===== config.mk =====
export PLATFORM = sky130hd
export DESIGN_NAME = mwf_merge
export DESIGN_NICKNAME = d
export VERILOG_FILES = /design/src/sv/mwf_pkg.sv /design/src/sv/mwf_merge.sv
export SDC_FILE = /design/constraint.sdc
export NUM_CORES = 2
export LEC_CHECK = 0
export BUFFER_PORTS_ARGS = -buffer_cell sky130_fd_sc_hd__buf_2
export CAP_MARGIN = 20
export CORE_MARGIN = 2
export CORE_UTILIZATION = 55
export DETAILED_ROUTE_END_ITERATION = 12
export PLACE_DENSITY = 0.74
export SLEW_MARGIN = 20
export SYNTH_ARGS = -nofsm -noshare
export SYNTH_HDL_FRONTEND = slang
export SYNTH_SLANG_ARGS = --single-unit
export TNS_END_PERCENT = 10

===== constraint.sdc =====
create_clock -name clock -period 16.8 [get_ports clock]
set_input_delay 0.84 -clock clock [delete_from_list [all_inputs] [get_ports clock]]
set_output_delay 0.84 -clock clock [all_outputs]
set_load 0.005 [all_outputs]

===== src/sv/mwf_pkg.sv =====
package mwf_pkg;

   localparam int MAX_WINDOW = 7;
   localparam int MAX_WIDTH = 1024;
   localparam int MAX_HEIGHT = 1024;
   localparam int LINE_ROWS = MAX_WINDOW + 1;
   localparam int LROW_W = $clog2(LINE_ROWS);
   localparam int COL_W = $clog2(MAX_WIDTH);
   localparam int ROW_W = $clog2(MAX_HEIGHT);
   localparam int WIN_W = $clog2(MAX_WINDOW + 1);
   localparam int DIM_W = 11;
   localparam int HZ_W = DIM_W + 2;
   localparam int PIX_W = 24;
   localparam int CSR_IDX_W = 2;
   localparam int JOB_DEPTH = 4;
   localparam int JQ_W = $clog2(JOB_DEPTH);
   localparam int RES_DEPTH = 4;
   localparam int RQ_W = $clog2(RES_DEPTH);

   localparam logic [CSR_IDX_W-1:0] REG_WINDOW_SIZE = 2'd0;
   localparam logic [CSR_IDX_W-1:0] REG_FILTER_MODE = 2'd1;
   localparam logic [CSR_IDX_W-1:0] REG_IMAGE_WIDTH = 2'd2;
   localparam logic [CSR_IDX_W-1:0] REG_IMAGE_HEIGHT = 2'd3;

   localparam logic [1:0] MODE_DILATE = 2'd0;
   localparam logic [1:0] MODE_ERODE = 2'd1;
   localparam logic [1:0] MODE_GRADIENT = 2'd2;
   localparam logic [1:0] MODE_UNUSED = 2'd3;

   localparam logic CMD_PIXEL = 1'b0;
   localparam logic CMD_FLUSH = 1'b1;

   typedef struct packed {
      logic       cmd;
      logic [7:0] in_blue;
      logic [7:0] in_green;
      logic [7:0] in_red;
   } req_type;

   typedef struct packed {
      logic [7:0] out_blue;
      logic [7:0] out_green;
      logic [7:0] out_red;
      logic       frame_done;
   } rsp_type;

   typedef struct packed {
      logic                 emit;
      logic                 fetch;
      logic [COL_W-1:0]     addr;
      logic [LINE_ROWS-1:0] lane_mask;
      logic [WIN_W-1:0]     count;
      logic                 last;
   } op_type;

   typedef struct packed {
      logic [2:0][7:0] mx;
      logic [2:0][7:0] mn;
   } column_type;

endpackage


===== src/sv/mwf_merge.sv =====
module mwf_merge import mwf_pkg::*; (
   input  logic                            clock,
   input  logic                            reset,
   input  op_type                          op,
   input  logic [LINE_ROWS-1:0][PIX_W-1:0] lane_pixel,
   input  logic [1:0]                      mode,
   output logic                            res_valid,
   output rsp_type                         res
);

   column_type       vert;
   column_type       col_ff [MAX_WINDOW];
   logic             emit_ff;
   logic [WIN_W-1:0] count_ff;
   logic             last_ff;
   logic [2:0][7:0]  hmx;
   logic [2:0][7:0]  hmn;
   logic [2:0][7:0]  val;

   always_comb begin
      logic [7:0] v;
      for (int k = 0; k < 3; k++) begin
         vert.mx[k] = 8'd0;
         vert.mn[k] = 8'd255;
         for (int s = 0; s < LINE_ROWS; s++) begin
            v = lane_pixel[s][8*k +: 8];
            if (op.lane_mask[s]) begin
               if (v > vert.mx[k]) vert.mx[k] = v;
               if (v < vert.mn[k]) vert.mn[k] = v;
            end
         end
      end
   end

   always_ff @(posedge clock) begin
      if (op.fetch) begin
         col_ff[0] <= vert;
         for (int i = 1; i < MAX_WINDOW; i++) begin
            col_ff[i] <= col_ff[i-1];
         end
      end
      count_ff <= op.count;
      last_ff <= op.last;
      if (reset) begin
         emit_ff <= 1'b0;
      end else begin
         emit_ff <= op.emit;
      end
   end

   always_comb begin
      for (int k = 0; k < 3; k++) begin
         hmx[k] = 8'd0;
         hmn[k] = 8'd255;
         for (int i = 0; i < MAX_WINDOW; i++) begin
            if (WIN_W'(i) < count_ff) begin
               if (col_ff[i].mx[k] > hmx[k]) hmx[k] = col_ff[i].mx[k];
               if (col_ff[i].mn[k] < hmn[k]) hmn[k] = col_ff[i].mn[k];
            end
         end
         case (mode)
            MODE_DILATE: val[k] = hmx[k];
            MODE_ERODE: val[k] = hmn[k];
            default: val[k] = hmx[k] - hmn[k];
         endcase
      end
   end

   assign res_valid = emit_ff;
   assign res.out_blue = val[0];
   assign res.out_green = val[1];
   assign res.out_red = val[2];
   assign res.frame_done = last_ff;

endmodule


==> run metrics <==
setup TNS 0 ns; slowest CP cell o41ai_4; CTS clk-pin slew, worst paths 0.06 ns; antenna violations before repair 35; Most used DFF post-synth edfxtp_1; busiest grt layer met2; Critical R2R Capture col_ff[6][8]$_DFFE_PP_; total track usage 0.233; Yosys Warn Count 0; DRT antenna net count 0; worst-skew pair later-pin latency 0.53 ns; drt first-iter violations 914; Die Y 253 um; row count 91; WP buf/inv 7; Hold Path Class in2reg; R2R Setup Slk 16.07 ns; crit start category flop; count of flip-flops with a built-in enable after synthesis 336; detailed-placement wirelength estimate 61700 um; Layout area overhead 10.1%; Mapped Nets 4491; Final Cycle Share 0.908; final worst path period need 15.25 ns; vias after detailed routing 26600; outcome finished clean; Yosys reg bits 341; Worst-Margin Slew 0.953 ns; Fin. Hold Viols 0; Nets 4729; Core Area 0.0615 mm2; most common cell after layout, fill and taps aside ha_1; die footprint 0.0639 mm2; global-route wire length before repair 125000 um; GRT met2 Usage 0.427; met3 Usage GRT 0.0481; worst hold path depth 1; number of I/O port buffers 235; Num CTS Buffers 34; Via density 5.60; Mean Syn Cell Area 9.23 um2; Pre-antenna DRT Iters 7; met1 GRT Util 0.274; most frequent cells in the layout ha_1 (579), inv_1 (474), edfxtp_1 (336); layout cells sized above 1 0.129; htree depth 2; cts hold-fix bufs 0; Total Wirelength 74800 um; critical path capture point type output port; vias in the first global route 26500; setup violators final 0; Worst path max stage delay 0.68 ns; Chip Width 253 um; gpl congestion 0.930; Leak 17.8 nW; Arrival @ worst endpoint 14.41 ns; WS Path Type reg2out; worst-path fanout max 32; Layout Skew 0.0155 ns; Root Buffer clkbuf_16; CTS tree built; crit path from count_ff[2]$_DFF_P_; reg2reg start col_ff[5][8]$_DFFE_PP_; Max IR drop VDD 77.5 uV; Filler cells 5219; WHS Endpoint last_ff$_DFF_P_; Top delay family on crit path compound AO/OA/AOI/OAI gates; Peak Freq 0.0656 GHz; largest net degree at the start of global routing 155; max-slew violations 0; Avg WL per Cell 15.7 um; CP Depth 62; grt ovf 0; Hold Slack 0.422 ns; number of distinct library cells after synthesis 84; register area share after synthesis 0.299; relative slew slack 0.365; final core occ 0.610; Mapped Area 0.0341 mm2; Worst Path Required 15.96 ns; clk sinks 341; R2R depth 0; CTS max path bufs 3; Residual DRC 0; share of flip-flops with an asynchronous set or reset 0; Ports 246; Starting Density 0.554; total power per unit cell area 154 mW/mm2; most frequent CP cell a21o_1; cell count after synthesis 3689; Hold Startpoint op[0]; # Max-Cap Violations 0
[worst max path at each step]
stage	to	slack [ns]
finish	res[16]	1.55
detailed placement	col_ff[0][24]$_DFFE_PP_	1.19
global placement	col_ff[0][24]$_DFFE_PP_	1.53
CTS	res[16]	0.91
floorplan	res[8]	2.02
global route	res[24]	-0.02
[sequential cells by signal, summed over array words and instances (netlist names)]
signal,cells
col_ff,336
count_ff,3
last_ff,1
res_valid,1
[where the power goes]
part / internal (mW) / leakage [nW] / switching [mW]
combinational: 1.72 / 13.9 / 2.08
sequential: 1.09 / 3.33 / 0.0721
clock: 0.487 / 0.574 / 0.307
[metrics by stage]
step	std cells	cell area (um2)	power [mW]	setup WS, ns
floorplan	3689	34100	4.04	2.02
finish	4752	37500	5.76	1.55
global placement	4678	36200	4.85	1.53
global route	4746	37500	6.40	-0.0185
CTS	4739	37400	5.81	0.912
detailed placement	4678	36200	4.97	1.19
[synth_stat cells, types with 26 or more instances]
cell,number,area [um2]
mux2_2,152,1710
nor2_1,229,860
nand3_1,26,130
clkbuf_1,57,214
nand4_1,87,544
nand2b_1,54,338
edfxtp_1,336,10100
o21a_1,86,646
o211ai_1,26,195
inv_1,474,1780
nor3_1,50,250
o21ai_0,275,1380
mux2i_1,223,2230
a211oi_1,38,285
nor2b_1,91,569
a21o_1,137,1030
ha_1,579,7240
nand2_1,246,923
a21oi_1,251,1260
[what timing repair did]
item | CTS | global route
gates resized for setup | 0 | 3
setup buffers | 0 | 2
setup endpoints to repair | 0 | 3
endpoints found under the hold margin | 0 | 0
[cell type report]
type                            count  area (um2)  area share
Antenna cell                       10        25.0    0.000667
Clock buffer                       48         987      0.0263
Clock inverter                     13         189     0.00504
Inverter                          474        1780      0.0474
Multi-Input combinational cell   2807       21900       0.584
Sequential cell                   341       10200       0.272
Tap cell                          790         988      0.0264
Timing Repair Buffer              269        1460      0.0390
[routing by layer]
metal / part of all wire / wire [um]
met1: 0.43 / 32200
met2: 0.49 / 36900
met3: 0.046 / 3460
met4: 0.025 / 1870
met5: 0.0043 / 322
[kinds of logic (layout without fill, tap and decap cells)]
group,count (synthesis),in the layout,synth area share
AO/OA/AOI/OAI,952,952,0.178
XOR/XNOR,29,29,0.00746
adder cells (fa/ha/maj),587,587,0.216
buffers and inverters,541,804,0.0600
flip-flops,341,341,0.299
multiplexers,377,377,0.117
other,0,10,0
AND/OR/NAND/NOR,862,862,0.122
Note: power is estimated with default switching activity, not from simulation.
